`src/hw/rtl/irbw_pkg.sv`:
```
// Package for the interlaced raster beam writer.
// Holds the shared constants, colour codes and the result record type.
// Depends on nothing; every RTL file of the block refers to it by scoped names.
`default_nettype none

package irbw_pkg;

    // Default frame buffer geometry in pixels.
    localparam int DEFAULT_BUFFER_WIDTH  = 1024;
    localparam int DEFAULT_BUFFER_HEIGHT = 626;

    // Width of the byte address bus.
    localparam int ADDR_W  = 21;
    localparam int COLOR_W = 24;

    // Colours used outside the display area.
    localparam logic [COLOR_W-1:0] GREY_LEVEL = 24'h808080;
    localparam logic [COLOR_W-1:0] SYNC_RED   = 24'hff0000;
    localparam logic [COLOR_W-1:0] SYNC_GREEN = 24'h00ff00;

    // One pixel write as delivered on the result channel.
    typedef struct packed {
        logic              write_valid;
        logic [ADDR_W-1:0] write_address;
        logic [7:0]        red;
        logic [7:0]        green;
        logic [7:0]        blue;
        logic              frame_done;
    } result_t;

endpackage

`default_nettype wire

```
`src/hw/rtl/interlaced_raster_beam_writer.sv`:
```
// Top level of the interlaced raster beam writer: input register, beam core, result register.
// Depends on irbw_pkg and irbw_beam_core.
//
// Takes one pixel tick per transaction from an interlaced video timing source and
// produces one result per tick: a frame buffer write (byte address of the red byte
// and the RGB bytes) when the beam lies inside the BUFFER_WIDTH x BUFFER_HEIGHT
// buffer, and a frame_done flag on each falling vsync. The block sustains one
// transaction per clock cycle while m_ready stays high; a result passes through the
// input register and then the result register before it is presented. The row base
// address is kept as a running sum, so the address path is three chained adds with
// no multiplier.
`default_nettype none

module interlaced_raster_beam_writer #(
    parameter int BUFFER_WIDTH  = irbw_pkg::DEFAULT_BUFFER_WIDTH,
    parameter int BUFFER_HEIGHT = irbw_pkg::DEFAULT_BUFFER_HEIGHT
) (
    input  wire logic                        aclk,
    input  wire logic                        aresetn,
    input  wire logic                        s_valid,
    output logic                             s_ready,
    input  wire logic                        s_vsync,
    input  wire logic                        s_hsync,
    input  wire logic                        s_active_area,
    input  wire logic [23:0]                 s_pixel_rgb,
    output logic                             m_valid,
    input  wire logic                        m_ready,
    output logic                             m_write_valid,
    output logic [irbw_pkg::ADDR_W-1:0]      m_write_address,
    output logic [7:0]                       m_red,
    output logic [7:0]                       m_green,
    output logic [7:0]                       m_blue,
    output logic                             m_frame_done
);

    logic              in_valid_reg;
    logic              vs_reg, hs_reg, de_reg;
    logic [23:0]       rgb_reg;
    logic              out_valid_reg;
    irbw_pkg::result_t out_reg;
    irbw_pkg::result_t core_result;
    logic              advance, step;

    // The pipeline moves whenever the result register is free or being emptied.
    assign advance = !out_valid_reg || m_ready;
    assign step    = in_valid_reg && advance;
    assign s_ready = !in_valid_reg || advance;

    // Input register.
    always_ff @(posedge aclk) begin
        if (!aresetn) begin
            in_valid_reg <= 1'b0;
        end else if (s_ready) begin
            in_valid_reg <= s_valid;
        end
    end

    always_ff @(posedge aclk) begin
        if (s_valid && s_ready) begin
            vs_reg  <= s_vsync;
            hs_reg  <= s_hsync;
            de_reg  <= s_active_area;
            rgb_reg <= s_pixel_rgb;
        end
    end

    irbw_beam_core #(
        .BUFFER_WIDTH  (BUFFER_WIDTH),
        .BUFFER_HEIGHT (BUFFER_HEIGHT)
    ) u_core (
        .aclk           (aclk),
        .aresetn        (aresetn),
        .step           (step),
        .vsync          (vs_reg),
        .hsync          (hs_reg),
        .active_area    (de_reg),
        .pixel_rgb      (rgb_reg),
        .result         (core_result)
    );

    // Result register.
    always_ff @(posedge aclk) begin
        if (!aresetn) begin
            out_valid_reg <= 1'b0;
        end else if (advance) begin
            out_valid_reg <= in_valid_reg;
        end
    end

    always_ff @(posedge aclk) begin
        if (step) begin
            out_reg <= core_result;
        end
    end

    assign m_valid         = out_valid_reg;
    assign m_write_valid   = out_reg.write_valid;
    assign m_write_address = out_reg.write_address;
    assign m_red           = out_reg.red;
    assign m_green         = out_reg.green;
    assign m_blue          = out_reg.blue;
    assign m_frame_done    = out_reg.frame_done;

endmodule

`default_nettype wire

```
`src/hw/rtl/irbw_beam_core.sv`:
```
// Beam position tracker and pixel write formatter of the interlaced raster beam writer.
// Holds the column, row, row base address, sync history and field flag.
// Depends on irbw_pkg.
`default_nettype none

module irbw_beam_core #(
    parameter int BUFFER_WIDTH  = irbw_pkg::DEFAULT_BUFFER_WIDTH,
    parameter int BUFFER_HEIGHT = irbw_pkg::DEFAULT_BUFFER_HEIGHT
) (
    input  wire logic                      aclk,
    input  wire logic                      aresetn,
    input  wire logic                      step,
    input  wire logic                      vsync,
    input  wire logic                      hsync,
    input  wire logic                      active_area,
    input  wire logic [23:0]               pixel_rgb,
    output irbw_pkg::result_t              result
);

    localparam int COL_W  = $clog2(BUFFER_WIDTH + 1);
    localparam int ROW_W  = $clog2(BUFFER_HEIGHT + 1);
    localparam int ADDR_W = irbw_pkg::ADDR_W;

    localparam logic [COL_W-1:0]  COL_MAX   = COL_W'(BUFFER_WIDTH);
    localparam logic [ROW_W:0]    ROW_MAX_X = (ROW_W + 1)'(BUFFER_HEIGHT);
    localparam logic [ROW_W-1:0]  ROW_MAX   = ROW_W'(BUFFER_HEIGHT);
    localparam logic [ADDR_W-1:0] LINE_STEP = ADDR_W'(BUFFER_WIDTH);
    localparam logic [ADDR_W-1:0] PAIR_STEP = ADDR_W'(2 * BUFFER_WIDTH);

    logic [COL_W-1:0]  col_reg, col_next;
    logic [ROW_W-1:0]  row_reg, row_next;
    logic [ADDR_W-1:0] base_reg, base_next;
    logic              phs_reg, pvs_reg, even_reg, even_next;

    logic              h_fall, v_fall;
    logic [ROW_W:0]    row_plus2;
    logic [ADDR_W-1:0] pix_index, byte_addr;
    logic              in_buffer;
    logic [23:0]       color;

    // Edge handling: hsync first, then a vsync edge overrides the row, and the column in the even field.
    always_comb begin
        h_fall    = !hsync && phs_reg;
        v_fall    = !vsync && pvs_reg;
        row_plus2 = {1'b0, row_reg} + (ROW_W + 1)'(2);
        col_next  = col_reg;
        row_next  = row_reg;
        base_next = base_reg;
        even_next = even_reg;
        if (h_fall) begin
            col_next  = '0;
            row_next  = (row_plus2 >= ROW_MAX_X) ? ROW_MAX : row_plus2[ROW_W-1:0];
            base_next = base_reg + PAIR_STEP;
        end
        if (v_fall) begin
            if (even_reg) begin
                col_next  = '0;
                row_next  = ROW_W'(1);
                base_next = LINE_STEP;
            end else begin
                row_next  = '0;
                base_next = '0;
            end
            even_next = !even_reg;
        end
    end

    // Pixel write for the beam position after the edges.
    always_comb begin
        in_buffer = (col_next < COL_MAX) && (row_next < ROW_MAX);
        pix_index = base_next + ADDR_W'(col_next);
        byte_addr = pix_index + {pix_index[ADDR_W-2:0], 1'b0};
        if (active_area) begin
            color = pixel_rgb;
        end else begin
            color = irbw_pkg::GREY_LEVEL
                  | (vsync ? irbw_pkg::SYNC_RED : '0)
                  | (hsync ? irbw_pkg::SYNC_GREEN : '0);
        end
        result.write_valid   = in_buffer;
        result.write_address = in_buffer ? byte_addr : '0;
        result.red           = in_buffer ? color[23:16] : '0;
        result.green         = in_buffer ? color[15:8] : '0;
        result.blue          = in_buffer ? color[7:0] : '0;
        result.frame_done    = v_fall;
    end

    // Beam state advances once per transaction; the column saturates at the buffer edge.
    always_ff @(posedge aclk) begin
        if (!aresetn) begin
            col_reg  <= '0;
            row_reg  <= '0;
            base_reg <= '0;
            phs_reg  <= 1'b0;
            pvs_reg  <= 1'b0;
            even_reg <= 1'b1;
        end else if (step) begin
            col_reg  <= (col_next < COL_MAX) ? col_next + COL_W'(1) : col_next;
            row_reg  <= row_next;
            base_reg <= base_next;
            phs_reg  <= hsync;
            pvs_reg  <= vsync;
            even_reg <= even_next;
        end
    end

    // The beam never passes the saturation points.
    a_col_bound: assert property (@(posedge aclk) disable iff (!aresetn)
        col_reg <= COL_MAX)
        else $error("beam column beyond buffer width");

    a_row_bound: assert property (@(posedge aclk) disable iff (!aresetn)
        row_reg <= ROW_MAX)
        else $error("beam row beyond buffer height");

    // The running row base must track row times width while the row is in the buffer.
    a_base_track: assert property (@(posedge aclk) disable iff (!aresetn)
        (row_reg < ROW_MAX) |->
            (base_reg == ADDR_W'(32'(row_reg) * 32'(BUFFER_WIDTH))))
        else $error("row base address out of step with beam row");

    // A field end flips the field flag and nothing else does.
    a_field_flip: assert property (@(posedge aclk) disable iff (!aresetn)
        step |=> (even_reg != $past(even_reg)) == $past(v_fall))
        else $error("field flag changed without a falling vsync");

endmodule

`default_nettype wire

```
`config.mk`:
```
export PLATFORM = sky130hd
export DESIGN_NAME = interlaced_raster_beam_writer
export DESIGN_NICKNAME = d
export VERILOG_FILES = /design/src/hw/rtl/irbw_pkg.sv /design/src/hw/rtl/interlaced_raster_beam_writer.sv /design/src/hw/rtl/irbw_beam_core.sv
export SDC_FILE = /design/constraint.sdc
export NUM_CORES = 1
export LEC_CHECK = 0
export ABC_CLOCK_PERIOD_IN_PS = 6500
export BUFFER_PORTS_ARGS = -buffer_cell sky130_fd_sc_hd__buf_2
export CORE_MARGIN = 10
export CORE_UTILIZATION = 46
export DETAILED_ROUTE_END_ITERATION = 10
export HOLD_SLACK_MARGIN = 0.1
export PLACE_DENSITY_LB_ADDON = 0.15
export SLEW_MARGIN = 0
export SYNTH_ARGS = -nofsm -noshare
export SYNTH_HDL_FRONTEND = slang
export SYNTH_SLANG_ARGS = --single-unit
```
`constraint.sdc`:
```
create_clock -name aclk -period 6.5 [get_ports aclk]
set_input_delay 1.3 -clock aclk [delete_from_list [all_inputs] [get_ports aclk]]
set_output_delay 1.3 -clock aclk [all_outputs]
set_load 0.02 [all_outputs]
```
Word-level counts from Yosys, hierarchy flattened
Cells that the tools add are included.
{"block": "word_totals", "ff_bits": 121}
{"block": "op_classes", "n_lt_le_gt_ge": 3, "n_reduce_logical": 13, "n_addsub": 5, "bitwise_logic": 1, "muxes": 14}
{"cell": "two-way mux 11 bit", "count": 5}
{"cell": "two-way mux 21 bit", "count": 2}
{"cell": "two-way mux 10 bit", "count": 3}
{"cell": "two-way mux 24 bit", "count": 1}
{"cell": "OR 24 bit", "count": 1}
{"cell": "two-way mux 23 bit", "count": 1}
{"cell": "adder 21 x 11 -> 21 bit", "count": 1}
{"cell": "adder 21 x 12 -> 21 bit (second input constant)", "count": 1}
{"cell": "adder 21 bit", "count": 1}
{"cell": "two-way mux 16 bit", "count": 1}
{"cell": "adder 10 x 2 -> 11 bit (second input constant)", "count": 1}
{"cell": "adder 11 x 1 -> 11 bit (second input constant)", "count": 1}
{"cell": ">= comparator 11 x 10 -> 1 bit (second input constant)", "count": 1}
{"cell": "< comparator 11 bit (second input constant)", "count": 1}
{"cell": "< comparator 10 bit (second input constant)", "count": 1}
{"cell": "logical AND 1 bit", "count": 5}
{"cell": "zero test 1 bit", "count": 5}
{"cell": "logical OR 1 bit", "count": 2}
{"cell": "AND reduction 2 bit", "count": 1}
{"cell": "two-way mux 1 bit", "count": 1}

Depth between registers and ports, before layout
Gate-level depths: netlist of the first run.
{"block": "depth", "ltp_word": 7, "ltp_mapped": 25, "mapped_depth_nobuf": 24}

By module
Synthesis of the first run repeated with hierarchy kept, for this count alone.
{"block": "unflattened", "cells_unflattened": 723, "area_unflattened_um2": 6911.6}
{"module": "irbw_beam_core", "seq_area_each_um2": 900.9, "n_inst": 1, "area_per_inst_um2": 4585.6, "cells_per_inst": 640}
{"module": "interlaced_raster_beam_writer", "seq_area_each_um2": 2262.2, "n_inst": 1, "area_per_inst_um2": 2326.0, "cells_per_inst": 83}

Least setup slack after synthesis of the first run
Ideal clock, no wire load.
{"block": "synth_path", "path_type": "register to register", "startpoint": "register vs_reg", "endpoint": "register out_reg, in the netlist m_write_address[19] (data pin)", "path_stages_with_launch": 26, "t_arrival_ns": 4.839, "t_required_ns": 6.243, "slack_ns": 1.404, "period_less_slack_ns": 5.096, "path_cell_list": "edfxtp_1 > nand2b_2 > inv_2 > clkbuf_1 > a21oi_1 > clkbuf_1 > and2_1 > ha_1 > a21o_1 > a21oi_1 > a221o_1 > o21ai_0 > nor3_1 > nor2_1 > xor2_1 > ha_1 > o21a_1 > o211ai_1 > o21bai_1 > a21oi_1 > nor3_1 > o41ai_1 > nand2_1 > o21ai_1 > xnor2_1 > nor2_1"}
{"block": "synth_via", "elab_chain_len": 5, "word_cells_on_any_way": 10, "classes_between": "add/sub: 2; order compare: 2; mux: 3; reduce/logical: 3"}
{"element": "from (decl)", "line": "interlaced_raster_beam_writer.sv:37", "rtl": "logic vs_reg, hs_reg, de_reg;"}
{"element": "from (signal assigned)", "line": "interlaced_raster_beam_writer.sv:60", "rtl": "vs_reg <= s_vsync;"}
{"element": "zero test 1 bit *", "line": "irbw_beam_core.sv:44", "rtl": "v_fall = !vsync && pvs_reg;"}
{"element": "logical AND 1 bit *", "line": "irbw_beam_core.sv:44"}
{"element": "two-way mux 21 bit, or another cell as far along", "line": "irbw_beam_core.sv:55", "rtl": "if (v_fall) begin"}
{"element": "adder 21 x 11 -> 21 bit, or another cell as far along", "line": "irbw_beam_core.sv:71", "rtl": "pix_index = base_next + ADDR_W'(col_next);"}
{"element": "adder 21 bit or logical AND 1 bit (tied branches)", "line": "irbw_beam_core.sv:72, irbw_beam_core.sv:70"}
{"element": "to (signal assigned)", "line": "interlaced_raster_beam_writer.sv:92", "rtl": "out_reg <= core_result;"}
{"element": "to (decl)", "line": "interlaced_raster_beam_writer.sv:40", "rtl": "irbw_pkg::result_t out_reg;"}
Every way passes the cells marked *; elsewhere a longest branch is shown, timed or not.
A chain may end at the register's enable or synchronous reset.

Worst setup path in the final report of the first run
Same ends and word-level chain as after synthesis.

==> impl_metrics.json, run 1 <==
{
  "wire_per_inst_um": 15.6,
  "start_kind": "flop",
  "critical-path-slowest-cell": "a21oi_1",
  "cellPowerDensity_nw_per_um2": 230,
  "synth-simple-area-share_pct": 20.4,
  "antenna_found_initial": 0,
  "post_synth_fa_ha_maj_area_fraction_pct": 6.61,
  "place.detailed.hpwl_mm": 10.7,
  "synthMuxAreaShare_pct": 0.146,
  "synth_compound_area_share_pct": 16.6,
  "ys_dominant_reg_cell": "edfxtp_1",
  "floorplan.core_area_um2": 14500,
  "share_seq_of_total_power_pct": 47.1,
  "hold_path_class": "flop to flop",
  "grt_pass1_wl_mm": 25.3,
  "cp_slowest_stage_delay_ns": 0.65,
  "cts_buffers": 17,
  "wl_mm": 15.2,
  "clock_tree_from_tritoncts": "done",
  "clock_tree.root_cell": "clkbuf_16",
  "ioPinCount": 80,
  "routabilityCongestion": 0.857,
  "combPwrFrac_pct": 6.5,
  "power_switching_w": 0.000450,
  "floorplan.die.height_um": 142,
  "clock_transition_at_the_register_clock_pins_on_the_worst_setup_and_hold_paths_after_cts_ns": 0.06,
  "buffer_ports.inserted": 79,
  "drv_slew": 0,
  "worst_skew_pair.late_latency_ns": 0.42,
  "seqCellArea_um2": 3160,
  "globalRoute.totalOverflow": 0,
  "h-tree-depth": 4,
  "layout.cell_area.non_filler_um2": 7910,
  "skew_ns": 0.0106,
  "areaGrowthSynthToFinish_pct": 15.5,
  "num-nets-final": 847,
  "n_fill_cell": 1309,
  "drt_pre_antenna_iters": 8,
  "multi_input_gate_area_in_the_final_layout_um2": 3460,
  "vdd.ir_drop.worst_uv": 154,
  "seq_area_frac_synth_pct": 46.2,
  "post-route-drc-count": 0,
  "cp-end-kind": "flop",
  "setup_repair_after_global_routing_missed_its_margin": "false",
  "via_count_of_the_first_global_routing_pass": 5165,
  "critPathRequiredTime_ns": 6.66,
  "worst_path_cell_chain": "nand2b_2 -> inv_2 -> a21oi_1 -> and2_1 -> ha_1 -> a21o_1 -> a21oi_1 -> a221o_1 -> o21ai_0 -> nor3_1 -> nor2_1 -> xor2_1 -> ha_1 -> o21a_1 -> o211ai_1 -> o21bai_1 -> a21oi_1 -> nor3_1 -> o41ai_1 -> nand2_1 -> o21ai_1 -> xnor2_1 -> nor2_1",
  "fin_ws_ns": 0.777,
  "layout_cell_share_with_drive_strength_beyond_1_pct": 17.6,
  "die_x_um": 142,
  "viasPerCell": 5.51,
  "syn_area_um2": 6850,
  "static-leakage-power_nw": 3.29,
  "synth.ff_latch_count": 121,
  "async_reset_ff_share_pct": 0,
  "power.clock.fraction_pct": 46.4,
  "period_share_pct": 88.0,
  "placement_rows": 44,
  "syn-num-nets": 776,
  "detail_route.iter0.violations": 300,
  "dpl-instance-area_um2": 7380,
  "synth_cell_type_count": 74,
  "cts_hold_buf": 0,
  "postCtsSetupBuffers": 0,
  "final.setup.tns_ns": 0,
  "initial_core_util_pct": 47.1,
  "swShare_pct": 24.7,
  "place_worst_setup_slack_ns": 0.889,
  "dieArea_um2": 20200,
  "largest_register_ffs": 24,
  "gate_count_after_technology_mapping": 710,
  "gr-usage-all-layers_pct": 15.1,
  "clk_path_buf_depth": 2,
  "p_int_w": 0.00137,
  "antenna-diode-count": 0,
  "hold_viol": 0,
  "synth_warnings": 0,
  "largest_family_of_logic_cells_by_synthesized_area": "simple AND/OR/NAND/NOR gates",
  "grt_max_degree": 48,
  "synth-edff-count": 74,
  "worstSetupPathType": "flop to flop",
  "run_status": "finished clean",
  "routed-via-count": 5385,
  "crit_fanout": 16,
  "report.final.setup_viol": 0,
  "worst_path_most_repeated_cell": "a21oi_1",
  "drv_cap": 0,
  "final_period_minus_worst_setup_slack_ns": 5.72,
  "fmax_mhz": 175,
  "slew-limit-headroom_pct": 35.7,
  "antenna_left": 0,
  "cts.repair.resized": 0,
  "syn_avg_cell_area_um2": 9.64,
  "worst_pin_slew_ns": 0.964,
  "critPathArrivalTime_ns": 5.88,
  "sinks_on_the_clock_net": 121,
  "xor_and_xnor_area_share_after_synthesis_pct": 6.76
}
==> cell usage in the layout, fill, tap and decap left out, types with 6 or more instances in the layout <==
cell type  netlist  final
nand2_1         81     81
buf_2            5     79
buf_4            0      6
o21a_1           7      7
xor2_1          25     25
ha_1            33     33
a21oi_1         51     51
nor3_1          10     10
and2_1          24     24
xnor2_1         19     19
nor2_1          58     58
nor2b_1         13     13
a21boi_0        22     22
dfxtp_1         47     47
o21ai_0         30     30
clkbuf_16        0     17
nand2b_1         8      8
inv_1           20     19
a211oi_1         7      7
edfxtp_1        74     74
and3_1          28     28
nand3_1         20     20
==> worst max-delay path, delay by kind of cell (launching register included) <==
kind                     cells  cell delay [ns]
flip-flops                   1             0.37
buffers and inverters        1             0.06
XOR/XNOR                     2             0.31
AND/OR/NAND/NOR              7             1.26
AO/OA/AOI/OAI               11             2.83
adder cells (fa/ha/maj)      2             0.62
==> power by group through the flow <==
stage | logic (W) | clock network, W | registers, W
3_3_place_gp | 0.000119 | 0 | 0.000873
6_report | 0.000119 | 0.000845 | 0.000858
5_1_grt | 0.000133 | 0.000895 | 0.000861
4_1_cts | 0.000121 | 0.000866 | 0.000858
2_1_floorplan | 0.0000611 | 0 | 0.000891
3_5_place_dp | 0.000120 | 0 | 0.000874
==> layout make-up <==
type                            instances  area share (%)
Inverter                               22            1.04
Clock inverter                         14            1.25
Sequential cell                       121            40.0
Multi-Input combinational cell        534            43.8
Clock buffer                           18            5.43
Timing Repair Buffer                   85            5.57
Tap cell                              184            2.91
==> per-stage QoR <==
step / util [%] / total power [W] / instances / hold WS (ns)
5_1_grt: 54.4 / 0.00189 / 978 / 0.495
6_report: 54.4 / 0.00182 / 978 / 0.468
2_1_floorplan: - / 0.000952 / 710 / 0.439
4_1_cts: 54.4 / 0.00185 / 978 / 0.472
3_5_place_dp: 50.8 / 0.000995 / 946 / 0.462
3_3_place_gp: 50.8 / 0.000993 / 946 / 0.457
==> synth_stat cells (3+ instances only) <==
library cell | count | area (um^2)
or3_1 | 5 | 31.3
buf_1 | 4 | 15.0
o22ai_1 | 4 | 25.0
xnor2_1 | 19 | 166
inv_1 | 20 | 75.1
o211ai_1 | 4 | 30.0
or2_2 | 3 | 18.8
nor2_1 | 58 | 218
nand3_1 | 20 | 100
dfxtp_1 | 47 | 941
a21oi_1 | 51 | 255
a211o_1 | 3 | 26.3
nor2_2 | 5 | 31.3
nand2b_1 | 8 | 50.1
o21ai_0 | 30 | 150
nor2b_1 | 13 | 81.3
a21o_1 | 5 | 37.5
ha_1 | 33 | 413
buf_2 | 5 | 25.0
nand3b_1 | 3 | 22.5
o21a_1 | 7 | 52.6
a32oi_1 | 3 | 26.3
a31oi_1 | 5 | 31.3
edfxtp_1 | 74 | 2220
a211oi_1 | 7 | 52.6
a21boi_0 | 22 | 165
and2_1 | 24 | 150
nor3_1 | 10 | 50.1
nand4_1 | 5 | 31.3
nand2_1 | 81 | 304
nor4_1 | 4 | 25.0
and3_1 | 28 | 175
xor2_1 | 25 | 219
a22oi_1 | 3 | 22.5
clkbuf_1 | 23 | 86.3
==> cells by family (layout without fill, tap and decap cells) <==
kind of cell | count (synthesis) | after routing
muxes | 1 | 1
buffers and inverters | 55 | 139
and+or+nand+nor | 278 | 278
AOI/OAI and AO/OA | 172 | 172
adders and majority gates | 35 | 35
xor gates and xnor gates | 48 | 48
DFF | 121 | 121
==> layer usage <==
layer / wire (um) / GRT usage [%] / vias up / share of wire (%)
li1: - / - / 2705 / -
met1: 6760 / 19.1 / 2506 / 44
met2: 7260 / 24.2 / 149 / 48
met3: 912 / 3.67 / 25 / 6.0
met4: 299 / 6.56 / 0 / 2.0
met5: 0 / 0 / - / 0
==> worst paths after layout <==
path / startpoint / endpoint / slack [ns] / cells past startpoint
hold / removal: u_core.base_reg[10] / u_core.base_reg[10] / 0.47 / 2
hold reg to reg: u_core.base_reg[10] / u_core.base_reg[10] / 0.47 / 2
setup reg to reg: vs_reg / m_write_address[19] / 0.78 / 23
setup / recovery: vs_reg / m_write_address[19] / 0.78 / 23
Note: power is estimated with default switching activity, not from simulation.
==> run 2, diff against run 1 <==
--- a/config.mk
+++ b/config.mk
@@ -7,6 +7,7 @@
 export LEC_CHECK = 0
 export ABC_CLOCK_PERIOD_IN_PS = 6500
 export BUFFER_PORTS_ARGS = -buffer_cell sky130_fd_sc_hd__buf_2
+export CORE_ASPECT_RATIO = 1.2
 export CORE_MARGIN = 10
 export CORE_UTILIZATION = 46
 export DETAILED_ROUTE_END_ITERATION = 10
==> run 2 against run 1 <==
  * Hold slack improved by 0.0024 ns
  * Count of clock-buffer cells in the layout is 1 higher
  * Combinational power about the same
  * Clock power increased by 8.3%
  * Non-clock buffer count increased by 2
  * Critical path type unchanged
  * Largest cell class unchanged
  * Highest routed layer unchanged
==> impl_metrics.json, run 2 (synthesized netlist as in run 1, its figures left out) <==
{
  "cts.repair.resized": 0,
  "largest_register_ffs": 24,
  "cellPowerDensity_nw_per_um2": 237,
  "placement_rows": 48,
  "grt.met3_usage_pct": 4.60,
  "cp_slowest_stage_delay_ns": 0.54,
  "power.clock.fraction_pct": 48.3,
  "worst_skew_pair.late_latency_ns": 0.41,
  "antenna-diode-count": 0,
  "floorplan.core_area_um2": 14500,
  "static-leakage-power_nw": 3.32,
  "final_cells": 996,
  "whs_ns": 0.471,
  "clock_transition_at_the_register_clock_pins_on_the_worst_setup_and_hold_paths_after_cts_ns": 0.06,
  "layout.cells.most_common": "nand2_1",
  "skew_ns": 0.00994,
  "mostFrequentLayoutCells": "nand2_1 (81), buf_2 (79), edfxtp_1 (74)",
  "worst_path_most_repeated_cell": "a21oi_1",
  "postCtsSetupBuffers": 0,
  "report.final.setup_viol": 0,
  "grt_pass1_wl_mm": 25.5,
  "areaGrowthSynthToFinish_pct": 16.8,
  "die_x_um": 131,
  "cp-end-kind": "flop",
  "fmax_mhz": 188,
  "final.setup.tns_ns": 0,
  "n_fill_cell": 1301,
  "start_kind": "flop",
  "critical-path-slowest-cell": "o41ai_1",
  "drv_slew": 0,
  "ioPinCount": 80,
  "worst_pin_slew_ns": 0.853,
  "dieArea_um2": 20200,
  "place.detailed.hpwl_mm": 10.9,
  "period_share_pct": 82.0,
  "share_seq_of_total_power_pct": 45.3,
  "drt_pre_antenna_iters": 5,
  "vdd.ir_drop.worst_uv": 154,
  "globalRoute.totalOverflow": 0,
  "wire_per_inst_um": 15.3,
  "sinks_on_the_clock_net": 121,
  "gr-usage-all-layers_pct": 15.2,
  "layout_cell_share_with_drive_strength_beyond_1_pct": 18.0,
  "hold_path_class": "flop to flop",
  "critPathArrivalTime_ns": 5.49,
  "p_int_w": 0.00145,
  "setup_repair_after_global_routing_missed_its_margin": "false",
  "clock_tree_from_tritoncts": "done",
  "routabilityCongestion": 0.854,
  "critPathRequiredTime_ns": 6.66,
  "cp_top_family": "compound AO/OA/AOI/OAI gates",
  "cts_hold_buf": 0,
  "viasPerCell": 5.31,
  "worst-path-buf-inv": 1,
  "run_status": "finished clean",
  "crit_fanout": 16,
  "hold_viol": 0,
  "antenna_found_initial": 0,
  "slew-limit-headroom_pct": 43.1,
  "wl_mm": 15.2,
  "h-tree-depth": 4,
  "antenna_left": 0,
  "worstSetupPathType": "flop to flop",
  "swShare_pct": 23.2,
  "combPwrFrac_pct": 6.4,
  "detail_route.iter0.violations": 382,
  "clk_path_buf_depth": 2,
  "via_count_of_the_first_global_routing_pass": 5134,
  "grt_busiest_layer": "met2",
  "drv_cap": 0,
  "num-nets-final": 849,
  "power_switching_w": 0.000440,
  "cts_buffers": 17,
  "grtUsageMet2_pct": 25.6,
  "placedCellCount": 964,
  "worst_path_cell_chain": "nand2b_2 -> inv_2 -> a21oi_1 -> and2_1 -> ha_1 -> a21o_1 -> a21oi_1 -> a221o_1 -> o21ai_0 -> nor3_1 -> nor2_1 -> xor2_1 -> ha_1 -> o21a_1 -> o211ai_1 -> o21bai_1 -> a21oi_1 -> nor3_1 -> o41ai_1 -> nand2_1 -> o21ai_1 -> xnor2_1 -> nor2_1",
  "post-route-drc-count": 0,
  "clock_tree.root_cell": "clkbuf_16",
  "final_period_minus_worst_setup_slack_ns": 5.33,
  "grt_max_degree": 48,
  "floorplan.die.height_um": 154,
  "buffer_ports.inserted": 79,
  "timing.reg2reg.setup_slack_ns": 1.17,
  "initial_core_util_pct": 47.3,
  "routed-via-count": 5290,
  "use_met1_pct": 18.0
}
==> run 2: metal layers <==
metal / vias up / part of all wire (%)
met4: 0 / 1.4
met1: 2475 / 45
met3: 16 / 3.5
met2: 87 / 50
met5: - / 0
li1: 2712 / -
==> run 2: power groups by stage <==
stage / clock (W) / combinational, W / sequential, W
after floorplan: 0 / 0.0000611 / 0.000891
after global placement: 0 / 0.000120 / 0.000873
after detailed placement: 0 / 0.000123 / 0.000874
after CTS: 0.000938 / 0.000123 / 0.000858
after global routing: 0.000969 / 0.000134 / 0.000861
final: 0.000915 / 0.000121 / 0.000858
==> run 2: through the flow <==
step / area, um^2 / setup slack, ns / util (%) / total power [W]
2_1_floorplan: 6850 / 1.40 / - / 0.000952
5_1_grt: 8000 / 0.604 / 55.2 / 0.00196
6_report: 8000 / 1.17 / 55.2 / 0.00189
3_3_place_gp: 7420 / 1.34 / 51.2 / 0.000993
4_1_cts: 8000 / 1.16 / 55.2 / 0.00192
3_5_place_dp: 7420 / 1.21 / 51.2 / 0.000997
==> run 2: path summary, 6_finish.rpt <==
path | startpoint | end | cells after the start
max | vs_reg | m_write_address[19] | 23
min | u_core.base_reg[10] | u_core.base_reg[10] | 2
max reg2reg | vs_reg | m_write_address[19] | 23
min reg2reg | u_core.base_reg[10] | u_core.base_reg[10] | 2
==> run 2: layout make-up <==
class	instances	area (um^2)	area share, %
multi-input combinational	534	3460	43.3
timing repair buffer	87	455	5.70
tap	200	250	3.13
clock buffer	19	433	5.41
inverter	22	82.6	1.03
sequential	121	3160	39.6
clock inverter	13	148	1.85
==> run 2: worst min-delay path, cell delays in order, from the launching register on <==
cell      delay (ns)
dfxtp_1         0.31
nand2_1         0.05
a21boi_0        0.06
